$ cat src/wpn_pkg.sv
// Package for the web path normaliser: item types, burst type and character codes.
// No dependencies; imported by every module of the block.
`timescale 1ns / 1ps
package wpn_pkg;

  localparam int MAX_RESULTS = 5;
  localparam int CNT_W = 3;

  localparam logic [7:0] SLASH_CHAR = 8'h2F;
  localparam logic [7:0] DOT_CHAR = 8'h2E;
  localparam logic [7:0] BACKSLASH_CHAR = 8'h5C;

  typedef struct packed {
    logic [7:0] path_byte;
    logic       is_last;
  } in_item_t;

  typedef struct packed {
    logic [7:0] out_byte;
    logic       byte_valid;
    logic       path_end;
    logic       path_ok;
  } out_item_t;

  typedef struct packed {
    out_item_t [MAX_RESULTS-1:0] items;
    logic [CNT_W-1:0]            count;
  } burst_t;

  typedef struct packed {
    logic       at_start;
    logic [1:0] seg_count;
    logic [7:0] held_one;
    logic [7:0] held_two;
    logic       kept_any;
    logic       rejected;
  } norm_state_t;

  localparam norm_state_t STATE_RESET = '{
    at_start:  1'b1,
    seg_count: 2'd0,
    held_one:  8'h00,
    held_two:  8'h00,
    kept_any:  1'b0,
    rejected:  1'b0
  };

endpackage

$ cat src/web_path_normalizer_top.sv
// An input item is registered, then its results are registered and offered.
// Throughput: one input item per cycle if out_ready is high and each yields at most
// one result; an item with k results (k up to 5) stalls the input until all are sent.
// Reset (rst_n low, synchronous): input and result registers empty, path state cleared.
// Top level of the web path normaliser; depends on wpn_pkg, wpn_core and wpn_serial.
`timescale 1ns / 1ps
module web_path_normalizer_top import wpn_pkg::*; (
  input  logic      clk,
  input  logic      rst_n,
  input  logic      in_valid,
  output logic      in_ready,
  input  in_item_t  in_item,
  output logic      out_valid,
  input  logic      out_ready,
  output out_item_t out_item
);

  logic     in_valid_r;
  in_item_t in_item_r;
  burst_t   burst;
  logic     can_load;
  logic     advance;

  assign advance  = in_valid_r && ((burst.count == '0) || can_load);
  assign in_ready = !in_valid_r || advance;

  always_ff @(posedge clk) begin
    if (!rst_n) begin
      in_valid_r <= 1'b0;
    end else if (in_ready) begin
      in_valid_r <= in_valid;
    end
  end

  always_ff @(posedge clk) begin
    if (in_ready && in_valid) begin
      in_item_r <= in_item;
    end
  end

  wpn_core u_core (
    .clk   (clk),
    .rst_n (rst_n),
    .step  (advance),
    .item  (in_item_r),
    .burst (burst)
  );

  wpn_serial u_serial (
    .clk       (clk),
    .rst_n     (rst_n),
    .load      (advance),
    .burst     (burst),
    .can_load  (can_load),
    .out_valid (out_valid),
    .out_ready (out_ready),
    .out_item  (out_item)
  );

endmodule

$ cat src/wpn_core.sv
// Normalisation step: path state register and the burst of result items for one input item.
// Depends on wpn_pkg.
`timescale 1ns / 1ps
module wpn_core import wpn_pkg::*; (
  input  logic     clk,
  input  logic     rst_n,
  input  logic     step,
  input  in_item_t item,
  output burst_t   burst
);

  norm_state_t state_r;
  norm_state_t state_nxt;

  always_comb begin
    norm_state_t s;
    burst_t      b;
    logic [7:0]  ch;
    logic        do_close;
    s = state_r;
    b = '0;
    ch = item.path_byte;
    do_close = 1'b0;

    if (!s.rejected) begin
      if (s.at_start) begin
        s.at_start = 1'b0;
        if (ch != SLASH_CHAR) begin
          s.rejected = 1'b1;
        end else begin
          b.items[b.count] = '{out_byte: SLASH_CHAR, byte_valid: 1'b1,
                               path_end: 1'b0, path_ok: 1'b0};
          b.count = b.count + 1'b1;
        end
      end else if (ch == BACKSLASH_CHAR) begin
        s.rejected = 1'b1;
      end else if (ch == SLASH_CHAR) begin
        do_close = 1'b1;
      end else begin
        case (s.seg_count)
          2'd0: begin
            s.held_one = ch;
            s.seg_count = 2'd1;
          end
          2'd1: begin
            s.held_two = ch;
            s.seg_count = 2'd2;
          end
          2'd2: begin
            if (s.kept_any) begin
              b.items[b.count] = '{out_byte: SLASH_CHAR, byte_valid: 1'b1,
                                   path_end: 1'b0, path_ok: 1'b0};
              b.count = b.count + 1'b1;
            end
            s.kept_any = 1'b1;
            b.items[b.count] = '{out_byte: s.held_one, byte_valid: 1'b1,
                                 path_end: 1'b0, path_ok: 1'b0};
            b.count = b.count + 1'b1;
            b.items[b.count] = '{out_byte: s.held_two, byte_valid: 1'b1,
                                 path_end: 1'b0, path_ok: 1'b0};
            b.count = b.count + 1'b1;
            b.items[b.count] = '{out_byte: ch, byte_valid: 1'b1,
                                 path_end: 1'b0, path_ok: 1'b0};
            b.count = b.count + 1'b1;
            s.seg_count = 2'd3;
          end
          default: begin
            b.items[b.count] = '{out_byte: ch, byte_valid: 1'b1,
                                 path_end: 1'b0, path_ok: 1'b0};
            b.count = b.count + 1'b1;
          end
        endcase
      end
    end

    if (item.is_last && !s.rejected) begin
      do_close = 1'b1;
    end

    if (do_close) begin
      if (s.seg_count == 2'd1) begin
        if (s.held_one != DOT_CHAR) begin
          if (s.kept_any) begin
            b.items[b.count] = '{out_byte: SLASH_CHAR, byte_valid: 1'b1,
                                 path_end: 1'b0, path_ok: 1'b0};
            b.count = b.count + 1'b1;
          end
          s.kept_any = 1'b1;
          b.items[b.count] = '{out_byte: s.held_one, byte_valid: 1'b1,
                               path_end: 1'b0, path_ok: 1'b0};
          b.count = b.count + 1'b1;
        end
      end else if (s.seg_count == 2'd2) begin
        if (s.held_one == DOT_CHAR && s.held_two == DOT_CHAR) begin
          s.rejected = 1'b1;
        end else begin
          if (s.kept_any) begin
            b.items[b.count] = '{out_byte: SLASH_CHAR, byte_valid: 1'b1,
                                 path_end: 1'b0, path_ok: 1'b0};
            b.count = b.count + 1'b1;
          end
          s.kept_any = 1'b1;
          b.items[b.count] = '{out_byte: s.held_one, byte_valid: 1'b1,
                               path_end: 1'b0, path_ok: 1'b0};
          b.count = b.count + 1'b1;
          b.items[b.count] = '{out_byte: s.held_two, byte_valid: 1'b1,
                               path_end: 1'b0, path_ok: 1'b0};
          b.count = b.count + 1'b1;
        end
      end
      s.seg_count = 2'd0;
    end

    if (item.is_last) begin
      b.items[b.count] = '{out_byte: 8'h00, byte_valid: 1'b0,
                           path_end: 1'b1, path_ok: !s.rejected};
      b.count = b.count + 1'b1;
      s = STATE_RESET;
    end

    state_nxt = s;
    burst = b;
  end

  always_ff @(posedge clk) begin
    if (!rst_n) begin
      state_r <= STATE_RESET;
    end else if (step) begin
      state_r <= state_nxt;
    end
  end

endmodule

$ cat src/wpn_serial.sv
// Result register: holds one burst of result items and hands them out one per cycle while out_ready is high.
// Depends on wpn_pkg.
`timescale 1ns / 1ps
module wpn_serial import wpn_pkg::*; (
  input  logic      clk,
  input  logic      rst_n,
  input  logic      load,
  input  burst_t    burst,
  output logic      can_load,
  output logic      out_valid,
  input  logic      out_ready,
  output out_item_t out_item
);

  out_item_t [MAX_RESULTS-1:0] items_r;
  logic [CNT_W-1:0]            cnt_r;
  logic [CNT_W-1:0]            rd_r;
  logic [CNT_W-1:0]            rd_nxt;

  assign out_valid = (rd_r != cnt_r);
  assign out_item  = items_r[rd_r];
  assign rd_nxt    = rd_r + 1'b1;
  assign can_load  = !out_valid || (out_ready && (rd_nxt == cnt_r));

  always_ff @(posedge clk) begin
    if (!rst_n) begin
      cnt_r <= '0;
      rd_r  <= '0;
    end else if (load && (burst.count != '0)) begin
      cnt_r <= burst.count;
      rd_r  <= '0;
    end else if (out_valid && out_ready) begin
      rd_r <= rd_nxt;
    end
  end

  always_ff @(posedge clk) begin
    if (load && (burst.count != '0)) begin
      items_r <= burst.items;
    end
  end

endmodule
$ cat config.mk
export PLATFORM = sky130hd
export DESIGN_NAME = web_path_normalizer_top
export DESIGN_NICKNAME = d
export VERILOG_FILES = /design/src/wpn_pkg.sv /design/src/web_path_normalizer_top.sv /design/src/wpn_core.sv /design/src/wpn_serial.sv
export SDC_FILE = /design/constraint.sdc
export NUM_CORES = 1
export LEC_CHECK = 0
export ABC_AREA = 1
export BUFFER_PORTS_ARGS = -buffer_cell sky130_fd_sc_hd__buf_2
export CAP_MARGIN = 20
export CELL_PAD_IN_SITES_DETAIL_PLACEMENT = 0
export CELL_PAD_IN_SITES_GLOBAL_PLACEMENT = 2
export CORE_ASPECT_RATIO = 1.4
export CORE_UTILIZATION = 33
export DETAILED_ROUTE_END_ITERATION = 10
export PLACE_DENSITY_LB_ADDON = 0.15
export SLEW_MARGIN = 20
export SYNTH_ARGS = -nofsm -noshare
export SYNTH_HDL_FRONTEND = slang
export SYNTH_SLANG_ARGS = --single-unit
export TNS_END_PERCENT = 1
$ cat constraint.sdc
create_clock -name clk -period 4.4 [get_ports clk]
set_input_delay 0.22 -clock clk [delete_from_list [all_inputs] [get_ports clk]]
set_output_delay 0.22 -clock clk [all_outputs]
set_load 0.05 [all_outputs]
==> metrics.md, run 1 <==
| Metric | Value |
|---|---|
| CP max FO | 8 |
| Share of layout cells above drive strength 1 | 14.8% |
| Die Ht | 174 microns |
| Fmax | 0.243 GHz |
| Chip width | 125 microns |
| Residual DRC | 5 |
| Setup TNS | 0 ns |
| Ports | 26 |
| Worst Hold Class | in -> reg |
| Max-cap viol count | 0 |
| Rows | 62 |
| Minimum clock period | 4.11 ns |
| Req. time, crit path | 4.18 ns |
| Yosys reg bits | 92 |
| EDFF count, synth | 64 |
| Met2 Usage GRT | 47.5% |
| Synth warnings | 0 |
| Netlist cell types | 51 |
| CP Capture Type | output pin |
| Critical path's slowest cell | edfxtp_1 |
| Sequential share of power | 26.2% |
| Top FF cell, synth | edfxtp_1 |
| Failing checks | DRC |
| Final antenna-violating net count | 0 |
| Sw power | 0.00244 W |
| Cell count after synthesis | 1,012 |
| Largest net degree at the start of global routing | 56 |
| GR Util met1 | 32.2% |
| Syn Nets | 1,029 |
| Die footprint | 21,700 sq um |
| Post-CTS Hold Buffers | 0 |
| H-Tree Depth | 3 |
| DRT Pass-1 Iters | 9 |
| Hold Violations, Final | 0 |
| CTS buffer count | 9 |
| GRT met3 Usage | 3.72% |
| Leakage | 3.46 nW |
| Design area | 7930 sq um |
| Area delta synth->final | 13.8% |
| Non-filler instance count after layout | 1,317 |
| Pint | 0.00221 W |
| CP peak stage delay | 0.50 ns |
| Placed Instances | 1,288 |
| Netlist Area Pre-Place | 6970 sq um |
| Total track usage | 27.2% |
| Clock root buffer | clkbuf_16 |
| Clock Power Share | 16.1% |
| WL final | 29,300 microns |
| Deepest clock path buffer count | 2 |
| Busiest grt layer | met2 |
| Core Area | 20,600 sq um |
| First-pass GRT wire length | 43,500 microns |
| Sequential-to-total area share from yosys stat | 35.6% |
| N_diodes | 0 |
| Arr. time, crit path | 3.89 ns |
| Placed cell area | 7520 sq um |
| Sink Count | 92 |
| CTS tree | done |
| Pins Over Slew Limit | 0 |
| Initial Util | 33.8% |
| GPL Wtd Cong | 0.947 |
| Via count | 7,407 |
| Clock slew at reported path FFs | 0.07 ns |
| Syn avg cell area | 6.89 sq um |
| CP Class | reg -> out |
| Final period util | 93.5% |
| Skew final | 0.0119 ns |
| Endpoints failing setup | 0 |
| Layout Nets | 1,073 |
| Final Util | 38.4% |
| DR WL/cell | 22.2 microns |
| Most common cell on crit path | nand2_1 |
| Gate power share | 57.7% |
| Peak supply drop | 0.000209 V |
| Rel. slew slack | 50.2% |
| Worst-Margin Slew | 0.746 ns |
| Vias per cell | 5.62 |
| Grt total ovfl | 0 |
| Switching share of power | 52.4% |
| Port Buf Inserts | 25 |
| Post-DP HPWL | 22,200 microns |
| Setup crit start kind | flip-flop |
| Vias in the first global route | 7,005 |
| Status | finished, violations left |
| Asr flop ratio synth | 0% |
| Later-pin clock latency in the skew report | 0.37 ns |
| PD cells | 586 nW/um^2 |
| Initial drt markers | 732 |
| Initial antenna violation count | 0 |
## final cells by class
type / count / area [sq um]
flip-flops and latches: 92 / 2480
clock buffers: 10 / 229
multi-input cells: 743 / 3820
inverters: 131 / 495
repair buffers: 79 / 549
well taps: 256 / 320
clock inverters: 6 / 40.0
fillers: 2249 / 12700
## power by group through the flow
stage,clock [W],sequential (W),combinational (W)
after global placement,0,0.00123,0.00257
after floorplan,0,0.00118,0.00178
after detailed placement,0,0.00124,0.00256
final,0.000748,0.00122,0.00268
after global routing,0.000795,0.00123,0.00289
after CTS,0.000765,0.00122,0.00257
## registers in the layout (all words and copies together) (netlist names)
name / cells
u_serial.items_r: 55
u_core.state_r: 21
in_item_r: 9
u_serial.cnt_r: 3
u_serial.rd_r: 3
in_valid_r: 1
## metal layers
layer  vias to the layer above  part of all wire [%]
met4                         0                   5.1
met3                        75                   5.2
met5                         -                     0
met2                       302                    50
met1                      3482                    40
li1                       3548                     -
## layout by cell type, fill, tap and decap left out, drive strengths merged, types with 7 or more instances in the layout
cell    Yosys  layout
nor3       10      10
edfxtp     64      64
o221ai      7       7
o211ai     13      13
dfxtp      28      28
nor2      117     117
buf        13      79
nand3      59      59
o22ai      27      27
clkbuf     34      10
a21oi      84      84
nand2     249     250
nand4      17      17
inv       127     128
o21ai     102     102
a221o      11      11
## kinds of logic after synthesis
logic type,after synthesis,synth area share (%)
buffers and inverters,178,10.3
adder cells (fa/ha/maj),4,0.718
AND/OR/NAND/NOR,458,29.4
flip-flops,92,35.6
AO/OA/AOI/OAI,274,23.2
XOR/XNOR,6,0.754
## critical path, delay by kind of cell, from the launching register on
family,cells,cell delay [ns]
and+or+nand+nor,19,1.69
buffers and inverters,7,0.64
DFF,1,0.50
adders and majority gates,2,0.47
AOI/OAI and AO/OA,1,0.20
## final timing paths
check                                                     from                        endpoint  slack [ns]  cells after the start
worst max-delay path                    in_item_r[8]$_DFFE_PP_                        in_ready        0.29                     29
worst min register to register  u_serial.cnt_r[2]$_SDFFE_PN0P_  u_serial.cnt_r[2]$_SDFFE_PN0P_        0.51                      2
worst min-delay path                                in_item[0]          in_item_r[0]$_DFFE_PP_        0.02                      1
worst max register to register          in_item_r[8]$_DFFE_PP_  u_core.state_r[2]$_SDFFE_PN0P_        0.40                     31
## cells in the mapped netlist, types with 6 or more instances
master / number / area share (%)
o211ai_1: 13 / 1.4
a221o_1: 11 / 1.6
nand3_1: 56 / 4.0
nor3_1: 10 / 0.72
inv_2: 10 / 0.54
o221ai_1: 7 / 0.88
inv_1: 117 / 6.3
nand4_1: 15 / 1.3
o21ai_0: 94 / 6.8
dfxtp_1: 28 / 8.0
nand2_2: 19 / 1.7
edfxtp_1: 64 / 28
nor2_2: 9 / 0.81
nor2_1: 104 / 5.6
a21oi_1: 83 / 6.0
clkbuf_1: 34 / 1.8
o31ai_1: 6 / 0.65
a211oi_1: 6 / 0.65
o22ai_1: 27 / 2.4
nand2_1: 226 / 12
## timing repair
item | 4_1_cts | 5_1_grt
resized for setup | 1 | 9
endpoints found under the setup margin | 1 | 83
buffers inserted | 0 | 12
pin swaps | 0 | 2
cloned | 0 | 1
## through the flow
step | power, W | setup WS, ns | hold WS, ns
global placement | 0.00380 | 0.320 | 0.399
detailed placement | 0.00380 | 0.223 | 0.398
finish | 0.00465 | 0.286 | 0.0189
floorplan | 0.00296 | 0.0517 | 0.319
global route | 0.00492 | -0.0427 | 0.00795
CTS | 0.00455 | 0.00539 | 0.00733
Power figures use the tool's default switching activity.
==> inputs of run 2 (changes only) <==
--- a/config.mk
+++ b/config.mk
@@ -14,6 +14,7 @@
 export CORE_UTILIZATION = 33
 export DETAILED_ROUTE_END_ITERATION = 10
 export PLACE_DENSITY_LB_ADDON = 0.15
+export SETUP_SLACK_MARGIN = 0.4
 export SLEW_MARGIN = 20
 export SYNTH_ARGS = -nofsm -noshare
 export SYNTH_HDL_FRONTEND = slang
==> metrics.md, run 2 (same netlist as run 1, synthesis figures left out) <==
| Metric | Value |
|---|---|
| Initial drt markers | 647 (-12%) |
| Final antenna-violating net count | 0 (unchanged) |
| Hold Startpoint | in_item[0] |
| Largest register FFs | 55 (unchanged) |
| Deepest clock path buffer count | 2 (unchanged) |
| CTS tree | done |
| Area delta synth->final | 17.0% |
| Largest net degree at the start of global routing | 56 (unchanged) |
| Post-DP HPWL | 21,700 microns (-2.0%) |
| Arr. time, crit path | 3.68 ns (-0.21 ns) |
| Placed cell area | 7620 sq um (+1.2%) |
| Vias per cell | 5.44 (-3.4%) |
| Most common cell after layout, fill and taps aside | nand2_1 |
| Clock slew at reported path FFs | 0.08 ns (about the same) |
| Pint | 0.00229 W (+3.3%) |
| CP Class | reg -> out |
| Final worst setup slack | 0.496 ns (+0.210 ns) |
| WL final | 28,100 microns (-4.1%) |
| Failing checks | DRC |
| Gate power share | 57.0% (-0.7 points) |
| CP Capture Type | output pin |
| RSZ-0062 raised after global routing | true |
| Design area | 8150 sq um (+2.8%) |
| Minimum clock period | 3.90 ns (-0.210 ns) |
| Worst Hold Class | in -> reg |
| Vias in the first global route | 6,835 (-2.4%) |
| GPL Wtd Cong | 0.908 (-4.2%) |
| Grt total ovfl | 0 (unchanged) |
| Die footprint | 21,700 sq um (unchanged) |
| R2R Setup Slk | 0.59 ns (+0.19 ns) |
| Post-CTS Hold Buffers | 0 (unchanged) |
| Clock root buffer | clkbuf_16 |
| Rel. slew slack | 51.0% (+0.79 points) |
| PD cells | 577 nW/um^2 (-1.6%) |
| Non-filler instance count after layout | 1,325 (+0.61%) |
| Port Buf Inserts | 25 (unchanged) |
| DR WL/cell | 21.2 microns (-4.7%) |
| Max-cap viol count | 0 (unchanged) |
| Core Area | 20,600 sq um (unchanged) |
| Worst reg2reg startpoint | in_item_r[5]$_DFFE_PP_ |
| Initial Util | 33.8% (unchanged) |
| Residual DRC | 2 (-3) |
| Status | finished, violations left |
| Commonest non-fill, non-tap cells in the layout | nand2_1 (221), inv_1 (111), nor2_1 (97) |
| Rows | 62 (unchanged) |
| Req. time, crit path | 4.18 ns (about the same) |
| Sink Count | 92 (unchanged) |
| Total track usage | 26.3% (-0.88 points) |
| Ports | 26 (unchanged) |
| Hold Violations, Final | 0 (unchanged) |
| Worst reg2reg endpoint | in_item_r[7]$_DFFE_PP_ |
| H-Tree Depth | 3 (unchanged) |
| Leakage | 3.53 nW (+2.2%) |
| Fmax | 0.256 GHz (+5.4%) |
| Reg2Reg Depth | 27 (-13%) |
| Layout Nets | 1,081 (+0.75%) |
| Top reg by flops | u_serial.items_r |
| Switching share of power | 51.4% (-0.98 points) |
| Via count | 7,202 (-2.8%) |
| Final period util | 88.7% (-4.8 points) |
| Hold path cells | 1 (unchanged) |
| Endpoints failing setup | 0 (unchanged) |
| Clock Power Share | 17.4% (+1.3 points) |
| Setup TNS | 0 ns (unchanged) |
| Place WS | 0.217 ns (-0.00623 ns) |
| Placed Instances | 1,290 (+0.16%) |
| Chip width | 125 microns (unchanged) |
| Worst-Margin Slew | 0.734 ns (-0.0118 ns) |
| Fillcell total | 2,228 (-0.93%) |
| Hold EP | in_item_r[0]$_DFFE_PP_ |
| DRT Pass-1 Iters | 10 (+1) |
| N_diodes | 0 (unchanged) |
| Peak supply drop | 0.000285 V (+37%) |
| Setup crit start kind | flip-flop |
| Die Ht | 174 microns (unchanged) |
| CP max FO | 9 (+1) |
| Sw power | 0.00242 W (-0.70%) |
| Sequential share of power | 25.6% (-0.6 points) |
| Skew final | 0.0160 ns (+0.00414 ns) |
| First-pass GRT wire length | 42,500 microns (-2.4%) |
| Share of layout cells above drive strength 1 | 17.5% (+2.7 points) |
| Pins Over Slew Limit | 0 (unchanged) |
| Later-pin clock latency in the skew report | 0.37 ns (about the same) |
| CTS buffer count | 9 (unchanged) |
| Initial antenna violation count | 0 (unchanged) |
| Largest regs | u_serial.items_r (55), u_core.state_r (21), in_item_r (9) |
[run 2: cell types whose count changed in the layout (fill, tap and decap cells not counted), sizes merged]
cell / delta
inv: +2
clkinv: -2
buf: +9
clkinvlp: -1
nand2: -1
clkbuf: +1
[run 2: cell type report]
| class | count | area (sq um) | share of cell area [%] |
|---|---|---|---|
| Clock buffer | 11 | 254 | 3.11 |
| Clock inverter | 5 | 40.0 | 0.491 |
| Inverter | 131 | 500 | 6.14 |
| Multi-Input combinational cell | 742 | 3930 | 48.2 |
| Sequential cell | 92 | 2480 | 30.5 |
| Tap cell | 256 | 320 | 3.93 |
| Timing Repair Buffer | 88 | 629 | 7.72 |
[run 2: worst max-delay path, stage by stage, from the launching register on]
cell and delay, ns:
edfxtp_1 0.46, inv_2 0.09, nand2_1 0.09, nor2_2 0.13, nand2_2 0.12, o21ai_4 0.23
inv_2 0.07, nor2_4 0.15, nand3_1 0.10, nand2_2 0.14, inv_2 0.09, ha_4 0.29
inv_2 0.04, nand2_2 0.06, nand2_1 0.05, o21bai_1 0.12, nand2_1 0.07, o21ai_2 0.11
nand3_4 0.14, nand2_1 0.10, inv_1 0.06, nor2_4 0.13, nand2_4 0.09, nand2_8 0.10
nor2_1 0.06, inv_1 0.08, buf_6 0.16
[run 2: what timing repair did]
item                       in CTS  in global routing
setup buffers                   7                 12
gates resized for setup        12                 15
cloned                          0                  0
setup endpoints to repair      82                 88
pin swaps                       2                  5
[run 2: through the flow]
step                power [W]  utilization [%]  hold slack [ns]
finish                0.00470             39.5           0.0198
global route          0.00499             39.5           0.0184
CTS                   0.00467             38.8           0.0148
detailed placement    0.00383             36.9            0.398
floorplan             0.00299                -            0.319
global placement      0.00385             36.9            0.397
[run 2: worst max-delay path by stage]
stage               slack [ns]              startpoint  cells after the start                                end
floorplan                 0.36  in_item_r[5]$_DFFE_PP_                     24  u_serial.items_r[0]$_SDFFCE_PN0P_
global placement          0.26  in_item_r[7]$_DFFE_PP_                     30             in_item_r[5]$_DFFE_PP_
detailed placement        0.22  in_item_r[7]$_DFFE_PP_                     30             in_item_r[5]$_DFFE_PP_
CTS                       0.40  in_item_r[1]$_DFFE_PP_                     25                           in_ready
global route              0.24  in_item_r[7]$_DFFE_PP_                     29                           in_ready
finish                    0.50  in_item_r[5]$_DFFE_PP_                     26                           in_ready
[run 2: per-layer routing]
metal,share of wire [%],vias to the layer above,wire [microns],global-route usage (%)
li1,-,3560,-,-
met1,41,3320,11600,31.8
met2,49,254,13800,46.0
met3,4.7,68,1330,3.14
met4,4.6,0,1300,13.6
met5,0,-,0,0
[run 2: power groups by stage]
| stage | Clock (W) | Sequential [W] | Combinational [W] |
|---|---|---|---|
| after floorplan | 0 | 0.00118 | 0.00181 |
| after global placement | 0 | 0.00122 | 0.00262 |
| after detailed placement | 0 | 0.00122 | 0.00260 |
| after CTS | 0.000829 | 0.00121 | 0.00264 |
| after global routing | 0.000860 | 0.00122 | 0.00291 |
| final | 0.000816 | 0.00120 | 0.00268 |
